[config.mk]
export PLATFORM = sky130hd
export DESIGN_NAME = joint_position_goal_supervisor_core
export DESIGN_NICKNAME = d
export VERILOG_FILES = /design/src/jpgs_pkg.sv /design/src/joint_position_goal_supervisor_core.sv
export SDC_FILE = /design/constraint.sdc
export NUM_CORES = 1
export LEC_CHECK = 0
export BUFFER_PORTS_ARGS = -buffer_cell sky130_fd_sc_hd__clkbuf_2
export CAP_MARGIN = 20
export CORE_ASPECT_RATIO = 2
export CORE_MARGIN = 2
export CORE_UTILIZATION = 55
export CTS_BUF_LIST = sky130_fd_sc_hd__clkbuf_8
export DETAILED_ROUTE_END_ITERATION = 6
export PLACE_DENSITY = 0.75
export SLEW_MARGIN = 20
export SYNTH_ARGS = -nofsm -noshare
export SYNTH_HDL_FRONTEND = slang
export SYNTH_SLANG_ARGS = --single-unit
[constraint.sdc]
create_clock -name i_clk -period 7.7 [get_ports i_clk]
set_input_delay 0.77 -clock i_clk [delete_from_list [all_inputs] [get_ports i_clk]]
set_output_delay 0.77 -clock i_clk [all_outputs]
set_load 0.02 [all_outputs]
[src/jpgs_pkg.sv]
// Package for the joint position goal supervisor.
// Holds the item codes, the item structs and the register map; no dependencies.
package jpgs_pkg;

    localparam int unsigned POS_W      = 32;
    localparam int unsigned TOL_W      = 31;
    localparam int unsigned TICK_W     = 16;
    localparam int unsigned AGE_W      = 17;
    localparam int unsigned APB_DATA_W = 32;
    localparam int unsigned APB_ADDR_W = 5;

    localparam logic [2:0] REG_LOWER_LIMIT     = 3'd0;
    localparam logic [2:0] REG_UPPER_LIMIT     = 3'd1;
    localparam logic [2:0] REG_TOLERANCE       = 3'd2;
    localparam logic [2:0] REG_GOAL_TIMEOUT    = 3'd3;
    localparam logic [2:0] REG_STATE_TIMEOUT   = 3'd4;
    localparam logic [2:0] REG_FEEDBACK_PERIOD = 3'd5;
    localparam logic [2:0] REG_COMMAND_PERIOD  = 3'd6;

    typedef enum logic [1:0] {
        OP_SAMPLE = 2'd0,
        OP_GOAL   = 2'd1,
        OP_CANCEL = 2'd2,
        OP_TICK   = 2'd3
    } t_op;

    typedef enum logic [2:0] {
        RESP_NONE          = 3'd0,
        RESP_ACCEPTED      = 3'd1,
        RESP_OUT_OF_RANGE  = 3'd2,
        RESP_BUSY          = 3'd3,
        RESP_NO_FRESH      = 3'd4
    } t_resp;

    typedef enum logic [2:0] {
        OUTC_NONE      = 3'd0,
        OUTC_SUCCEEDED = 3'd1,
        OUTC_INVALID   = 3'd2,
        OUTC_STALE     = 3'd3,
        OUTC_TIMEOUT   = 3'd4,
        OUTC_CANCELED  = 3'd5
    } t_outcome;

    typedef struct packed {
        t_op                     op;
        logic signed [POS_W-1:0] position;
        logic                    sample_ok;
    } t_in_item;

    typedef struct packed {
        t_resp                   goal_response;
        t_outcome                outcome;
        logic signed [POS_W-1:0] final_pos;
        logic                    final_known;
        logic                    feedback_valid;
        logic signed [POS_W-1:0] feedback_target;
        logic signed [POS_W-1:0] feedback_current;
        logic signed [POS_W-1:0] feedback_error;
        logic                    command_valid;
        logic signed [POS_W-1:0] command_position;
    } t_out_item;

endpackage

[src/joint_position_goal_supervisor_core.sv]
// Top level of the joint position goal supervisor: state, checks and result register.
// Depends on jpgs_pkg for item types, codes and the register map.
//
// Takes one item (sample, goal request, cancel or tick) per clock cycle and gives exactly
// one result item for each, the cycle after acceptance, from a result register. The input
// side stalls only while that register holds a result that the output side stalls. All
// state is updated at the edge that accepts the item; pready is always high. The longest
// path is the 33-bit target-minus-measured subtract and tolerance compare. Registers are
// to be written over APB only while no item is in flight; the block does not enforce it.
module joint_position_goal_supervisor_core (
    input  logic                          i_clk,
    input  logic                          i_rst_n,
    input  logic                          i_in_valid,
    output logic                          o_in_stall,
    input  jpgs_pkg::t_in_item            i_in_item,
    output logic                          o_out_valid,
    input  logic                          i_out_stall,
    output jpgs_pkg::t_out_item           o_result,
    input  logic                          psel,
    input  logic                          penable,
    input  logic                          pwrite,
    input  logic [jpgs_pkg::APB_ADDR_W-1:0] paddr,
    input  logic [jpgs_pkg::APB_DATA_W-1:0] pwdata,
    output logic [jpgs_pkg::APB_DATA_W-1:0] prdata,
    output logic                          pready
);
    import jpgs_pkg::*;

    localparam logic [AGE_W-1:0]  AGE_MAX = '1;
    localparam logic [TICK_W-1:0] CNT_MAX = '1;

    // configuration
    logic signed [POS_W-1:0] r_lower_limit;
    logic signed [POS_W-1:0] r_upper_limit;
    logic [TOL_W-1:0]        r_tolerance;
    logic [TICK_W-1:0]       r_goal_timeout;
    logic [TICK_W-1:0]       r_state_timeout;
    logic [TICK_W-1:0]       r_feedback_period;
    logic [TICK_W-1:0]       r_command_period;

    // supervisor state
    logic                    r_goal_active,      n_goal_active;
    logic signed [POS_W-1:0] r_goal_target,      n_goal_target;
    logic signed [POS_W-1:0] r_measured_pos,     n_measured_pos;
    logic                    r_measured_valid,   n_measured_valid;
    logic [AGE_W-1:0]        r_sample_age,       n_sample_age;
    logic [AGE_W-1:0]        r_goal_age,         n_goal_age;
    logic                    r_cancel_pending,   n_cancel_pending;
    logic [TICK_W-1:0]       r_feedback_count,   n_feedback_count;
    logic signed [POS_W-1:0] r_hold_command,     n_hold_command;
    logic                    r_hold_valid,       n_hold_valid;
    logic [TICK_W-1:0]       r_command_count,    n_command_count;

    logic                    r_out_valid;
    t_out_item               r_result,           n_result;

    logic                    accept;
    logic                    cfg_write;
    logic [2:0]              cfg_index;
    logic signed [POS_W:0]   diff;
    logic [POS_W:0]          mag;
    logic signed [POS_W-1:0] diff_sat;
    logic                    fresh;

    function automatic logic [AGE_W-1:0] age_inc(input logic [AGE_W-1:0] v);
        return (v == AGE_MAX) ? v : v + 1'b1;
    endfunction

    function automatic logic [TICK_W-1:0] cnt_inc(input logic [TICK_W-1:0] v);
        return (v == CNT_MAX) ? v : v + 1'b1;
    endfunction

    assign o_in_stall  = r_out_valid & i_out_stall;
    assign accept      = i_in_valid & ~o_in_stall;
    assign o_out_valid = r_out_valid;
    assign o_result    = r_result;

    // configuration port
    assign pready    = 1'b1;
    assign cfg_write = psel & penable & pwrite;
    assign cfg_index = paddr[APB_ADDR_W-1:2];

    always_comb begin
        case (cfg_index)
            REG_LOWER_LIMIT:     prdata = r_lower_limit;
            REG_UPPER_LIMIT:     prdata = r_upper_limit;
            REG_TOLERANCE:       prdata = {1'b0, r_tolerance};
            REG_GOAL_TIMEOUT:    prdata = {{(APB_DATA_W-TICK_W){1'b0}}, r_goal_timeout};
            REG_STATE_TIMEOUT:   prdata = {{(APB_DATA_W-TICK_W){1'b0}}, r_state_timeout};
            REG_FEEDBACK_PERIOD: prdata = {{(APB_DATA_W-TICK_W){1'b0}}, r_feedback_period};
            REG_COMMAND_PERIOD:  prdata = {{(APB_DATA_W-TICK_W){1'b0}}, r_command_period};
            default:             prdata = '0;
        endcase
    end

    always_ff @(posedge i_clk) begin
        if (!i_rst_n) begin
            r_lower_limit     <= {1'b1, {(POS_W-1){1'b0}}};
            r_upper_limit     <= {1'b0, {(POS_W-1){1'b1}}};
            r_tolerance       <= TOL_W'(328);
            r_goal_timeout    <= TICK_W'(300);
            r_state_timeout   <= TICK_W'(30);
            r_feedback_period <= TICK_W'(3);
            r_command_period  <= TICK_W'(2);
        end else if (cfg_write) begin
            case (cfg_index)
                REG_LOWER_LIMIT:     r_lower_limit     <= pwdata;
                REG_UPPER_LIMIT:     r_upper_limit     <= pwdata;
                REG_TOLERANCE:       r_tolerance       <= pwdata[TOL_W-1:0];
                REG_GOAL_TIMEOUT:    r_goal_timeout    <= pwdata[TICK_W-1:0];
                REG_STATE_TIMEOUT:   r_state_timeout   <= pwdata[TICK_W-1:0];
                REG_FEEDBACK_PERIOD: r_feedback_period <= pwdata[TICK_W-1:0];
                REG_COMMAND_PERIOD:  r_command_period  <= pwdata[TICK_W-1:0];
                default: ;
            endcase
        end
    end

    assign fresh = r_measured_valid && (r_sample_age <= {1'b0, r_state_timeout});

    // arrival distance; the saturated form goes into feedback
    assign diff     = {r_goal_target[POS_W-1], r_goal_target}
                    - {r_measured_pos[POS_W-1], r_measured_pos};
    assign mag      = diff[POS_W] ? (~diff + 1'b1) : diff;
    assign diff_sat = (diff[POS_W] == diff[POS_W-1]) ? diff[POS_W-1:0]
                    : diff[POS_W] ? {1'b1, {(POS_W-1){1'b0}}}
                                  : {1'b0, {(POS_W-1){1'b1}}};

    always_comb begin
        logic end_goal;
        logic end_known;
        logic [TICK_W-1:0] cc;
        end_goal  = 1'b0;
        end_known = 1'b0;
        cc        = '0;

        n_goal_active    = r_goal_active;
        n_goal_target    = r_goal_target;
        n_measured_pos   = r_measured_pos;
        n_measured_valid = r_measured_valid;
        n_sample_age     = r_sample_age;
        n_goal_age       = r_goal_age;
        n_cancel_pending = r_cancel_pending;
        n_feedback_count = r_feedback_count;
        n_hold_command   = r_hold_command;
        n_hold_valid     = r_hold_valid;
        n_command_count  = r_command_count;
        n_result         = '0;

        case (i_in_item.op)
            OP_SAMPLE: begin
                if (i_in_item.sample_ok) begin
                    n_measured_pos   = i_in_item.position;
                    n_measured_valid = 1'b1;
                    n_sample_age     = '0;
                end else begin
                    n_measured_pos   = '0;
                    n_measured_valid = 1'b0;
                end
            end
            OP_GOAL: begin
                if (i_in_item.position < r_lower_limit
                        || i_in_item.position > r_upper_limit) begin
                    n_result.goal_response = RESP_OUT_OF_RANGE;
                end else if (r_goal_active) begin
                    n_result.goal_response = RESP_BUSY;
                end else if (!fresh) begin
                    n_result.goal_response = RESP_NO_FRESH;
                end else begin
                    n_result.goal_response = RESP_ACCEPTED;
                    n_goal_active    = 1'b1;
                    n_goal_target    = i_in_item.position;
                    n_goal_age       = '0;
                    n_cancel_pending = 1'b0;
                    // first check of the goal gives feedback
                    n_feedback_count = CNT_MAX;
                end
            end
            OP_CANCEL: begin
                if (r_goal_active) begin
                    n_cancel_pending = 1'b1;
                end
            end
            default: begin
                // age first, then check the goal with the aged counters
                n_sample_age = age_inc(r_sample_age);
                if (r_goal_active) begin
                    n_goal_age       = age_inc(r_goal_age);
                    n_feedback_count = cnt_inc(r_feedback_count);
                    if (!r_measured_valid) begin
                        end_goal         = 1'b1;
                        n_result.outcome = OUTC_INVALID;
                    end else if (n_sample_age > {1'b0, r_state_timeout}) begin
                        end_goal         = 1'b1;
                        end_known        = 1'b1;
                        n_result.outcome = OUTC_STALE;
                    end else if (n_goal_age > {1'b0, r_goal_timeout}) begin
                        end_goal         = 1'b1;
                        end_known        = 1'b1;
                        n_result.outcome = OUTC_TIMEOUT;
                    end else if (r_cancel_pending) begin
                        end_goal         = 1'b1;
                        end_known        = 1'b1;
                        n_result.outcome = OUTC_CANCELED;
                    end else if (mag <= {2'b00, r_tolerance}) begin
                        end_goal         = 1'b1;
                        end_known        = 1'b1;
                        n_result.outcome = OUTC_SUCCEEDED;
                    end else begin
                        n_hold_command = r_goal_target;
                        n_hold_valid   = 1'b1;
                        if (n_feedback_count >= r_feedback_period) begin
                            n_result.feedback_valid   = 1'b1;
                            n_result.feedback_target  = r_goal_target;
                            n_result.feedback_current = r_measured_pos;
                            n_result.feedback_error   = diff_sat;
                            n_feedback_count          = '0;
                        end
                    end
                    if (end_goal) begin
                        n_result.final_known = end_known;
                        n_result.final_pos   = end_known ? r_measured_pos : '0;
                        n_hold_valid         = end_known;
                        n_hold_command       = end_known ? r_measured_pos : '0;
                        n_goal_active        = 1'b0;
                        n_cancel_pending     = 1'b0;
                    end
                end
                cc = cnt_inc(r_command_count);
                if (cc >= r_command_period) begin
                    cc = '0;
                    if (n_hold_valid) begin
                        n_result.command_valid    = 1'b1;
                        n_result.command_position = n_hold_command;
                    end
                end
                n_command_count = cc;
            end
        endcase
    end

    always_ff @(posedge i_clk) begin
        if (!i_rst_n) begin
            r_goal_active    <= 1'b0;
            r_goal_target    <= '0;
            r_measured_pos   <= '0;
            r_measured_valid <= 1'b0;
            r_sample_age     <= AGE_MAX;
            r_goal_age       <= '0;
            r_cancel_pending <= 1'b0;
            r_feedback_count <= '0;
            r_hold_command   <= '0;
            r_hold_valid     <= 1'b0;
            r_command_count  <= '0;
            r_out_valid      <= 1'b0;
        end else begin
            if (accept) begin
                r_goal_active    <= n_goal_active;
                r_goal_target    <= n_goal_target;
                r_measured_pos   <= n_measured_pos;
                r_measured_valid <= n_measured_valid;
                r_sample_age     <= n_sample_age;
                r_goal_age       <= n_goal_age;
                r_cancel_pending <= n_cancel_pending;
                r_feedback_count <= n_feedback_count;
                r_hold_command   <= n_hold_command;
                r_hold_valid     <= n_hold_valid;
                r_command_count  <= n_command_count;
                r_out_valid      <= 1'b1;
            end else if (!i_out_stall) begin
                r_out_valid <= 1'b0;
            end
        end
    end

    // result payload, no reset
    always_ff @(posedge i_clk) begin
        if (accept) begin
            r_result <= n_result;
        end
    end

endmodule

==> impl_metrics.json <==
{
  "status": "finished, final reports clean",
  "cts.clk_slew.worst_paths_ns": 0.07,
  "post-cts-setup-buffer-count": 0,
  "hold_path_class": "in -> reg",
  "grt_pass1_wl_um": 147000,
  "boundaryPins": 283,
  "timing.max_slew.rel_slack": 0.255,
  "max_stage_delay_ns": 0.88,
  "layout_common_cells": "sky130_fd_sc_hd__nand2_1 (510), sky130_fd_sc_hd__dfxtp_1 (326), sky130_fd_sc_hd__a21oi_1 (311)",
  "die_h_um": 324,
  "utilization": 0.621,
  "yosysSeqAreaShare": 0.412,
  "power.static_leakage_nw": 13.3,
  "setup-violations-final": 0,
  "rsz0062_at_grt": "no",
  "portBuffers": 279,
  "cap_viol_max_count": 0,
  "area_growth_pct": 12.2,
  "floorplan.rows": 117,
  "synth_cell_type_count": 93,
  "firstDrtPassIters": 7,
  "cts_root_buf": "sky130_fd_sc_hd__clkbuf_8",
  "routed_wirelength_um": 100000,
  "syn_avg_cell_area_um2": 8.73,
  "antenna_found_initial": 2,
  "final.period_utilization": 0.935,
  "clock-skew-final_ns": 0.0363,
  "synth_async_sr_flop_share": 0,
  "grt_max_degree": 107,
  "place.detailed.hpwl_um": 76800,
  "ys_dominant_reg_cell": "sky130_fd_sc_hd__dfxtp_1",
  "via_count": 25248,
  "netlist_area_um2": 28100,
  "floorplan.initialDensity": 0.554,
  "gp_routability_congestion": 0.997,
  "first_global_vias": 25325,
  "cts_max_path_buffers": 3,
  "max-vdd-ir-drop_mv": 0.187,
  "grtUsageTotal": 0.374,
  "worstPathRequired_ns": 8.19,
  "placeableCoreArea_um2": 50800,
  "crit_buf_inv": 3,
  "worst-slew-pin-transition_ns": 1.12,
  "timing.final.max_slew_violations": 0,
  "hold_violations": 0,
  "cts.repair.resized": 0,
  "tritoncts": "built",
  "die-area_um2": 53100,
  "critPathCaptureType": "flip-flop",
  "ratio_of_total_power_to_cell_area_nw_per_um2": 200,
  "grt-ovfl-total": 0,
  "synth_edf_count": 169,
  "cts_hold_repair.buffers": 0,
  "setup.worst_path.class": "reg -> reg",
  "remaining_drc_errors": 0,
  "setup.worst_path.start_class": "flip-flop",
  "syn_nets": 3519,
  "ys_warn_count": 0,
  "wl_per_cell_um": 24.1,
  "drt.antenna.violating_nets": 0,
  "nNetsFinal": 3740,
  "final_layout_size_suffix_gt1_frac": 0.144,
  "die_w_um": 164,
  "first_iter_violations": 2042,
  "critical_path.most_common_cell": "sky130_fd_sc_hd__a21oi_1",
  "cts.htree.levels": 3,
  "clock_insertion_delay_worst_skew_ns": 0.68,
  "mostFrequentLayoutCell": "sky130_fd_sc_hd__nand2_1",
  "cpLargestDelayFamily": "compound AO/OA/AOI/OAI gates",
  "ys_ff_latch": 495,
  "cts_buffers": 73,
  "achievable-frequency_ghz": 0.139,
  "clock-sinks": 495,
  "totalNegativeSetupSlack_ns": 0,
  "synthesis.instances": 3222,
  "arrival_ns": 7.69,
  "worst_path_slowest_cell": "sky130_fd_sc_hd__a211oi_4",
  "cp_max_fo": 31,
  "routed_via_density": 6.07,
  "post-route-min-period_ns": 7.20
}
-- cell type report --
| class | count | area, µm² |
|---|---|---|
| diodes | 1 | 2.50 |
| clock buffers | 84 | 1160 |
| clock inverters | 50 | 357 |
| fillers | 4466 | 19200 |
| inverters | 223 | 847 |
| multi-input cells | 2327 | 15000 |
| flip-flops and latches | 495 | 11600 |
| well taps | 654 | 818 |
| repair buffers | 323 | 1780 |
-- worst register-to-register path: cells and delay by family (launching register included) --
| kind | cells | cell delay [ns] |
|---|---|---|
| compound gates | 14 | 3.84 |
| xor+xnor | 1 | 0.14 |
| fa+ha+maj | 3 | 0.91 |
| flops | 1 | 0.37 |
| buf+inv | 3 | 0.60 |
| simple gates | 6 | 1.15 |
-- where the power goes --
part | internal (mW) | total, mW | switching [mW]
Sequential | 2.76 | 2.81 | 0.0455
Combinational | 0.432 | 1.26 | 0.831
Clock | 1.15 | 2.25 | 1.10
-- synthesized netlist by cell type, drive strengths merged, types with 11 or more instances --
cell type	number	area [µm²]
nor2b	18	113
a21o	77	578
ha	217	2720
inv	222	833
nand2b	13	81.3
edfxtp	169	5070
mux2	14	158
nor2	202	761
a211oi	15	153
buf	36	223
and4	13	114
o21ai	151	759
nand2	510	1910
mux2i	101	1010
a31oi	25	171
dfxtp	326	6530
clkbuf	141	531
nor3	65	363
or4	11	82.6
and3	17	106
nand3	104	531
xor2	33	297
o211ai	56	420
xnor2	67	594
o21a	15	113
nand4	51	334
and2	78	488
a21oi	318	1620
-- stage by stage --
stage               worst slack [ns]  instances  total power [mW]  hold slack, ns  cell area, µm²
global route                   0.169       4157              6.54           0.350           31600
global placement               0.753       4020              4.09           0.436           30000
finish                         0.497       4157              6.32           0.350           31600
detailed placement             0.686       4021              4.10           0.441           30000
CTS                            0.655       4155              6.32           0.323           31500
floorplan                       1.56       3222              3.65           0.430           28100
-- layer usage --
metal	track usage	routed length [µm]	part of all wire
met2	0.678	51100	0.51
met1	0.333	31100	0.31
met4	0.406	12900	0.13
met3	0.0519	5030	0.050
met5	0	0	0
-- cells by family after synthesis --
family,after synthesis,share of synthesized area
other,1,0.000133
muxes,125,0.0495
and+or+nand+nor,1125,0.185
AOI/OAI and AO/OA,758,0.168
adders and majority gates,218,0.0972
xor gates and xnor gates,100,0.0317
buffers and inverters,400,0.0565
DFF,495,0.412
-- registers in the layout, indices dropped and copies added (netlist names), 17 cells and up --
| register | count |
|---|---|
| r_goal_age | 17 |
| r_tolerance | 31 |
| r_hold_command | 32 |
| o_result | 169 |
| r_lower_limit | 32 |
| r_sample_age | 17 |
| r_goal_target | 32 |
| r_upper_limit | 32 |
| r_measured_pos | 32 |
-- final timing paths --
| check | startpoint | end | slack, ns | cells after the start |
|---|---|---|---|---|
| max | r_goal_target[0] | o_result[52] | 0.50 | 27 |
| min reg2reg | r_hold_command[10] | r_hold_command[10] | 0.45 | 2 |
| min | i_in_valid | o_out_valid | 0.35 | 2 |
| max reg2reg | r_goal_target[0] | o_result[52] | 0.50 | 27 |
No activity file was read; power rests on OpenSTA's default activity.
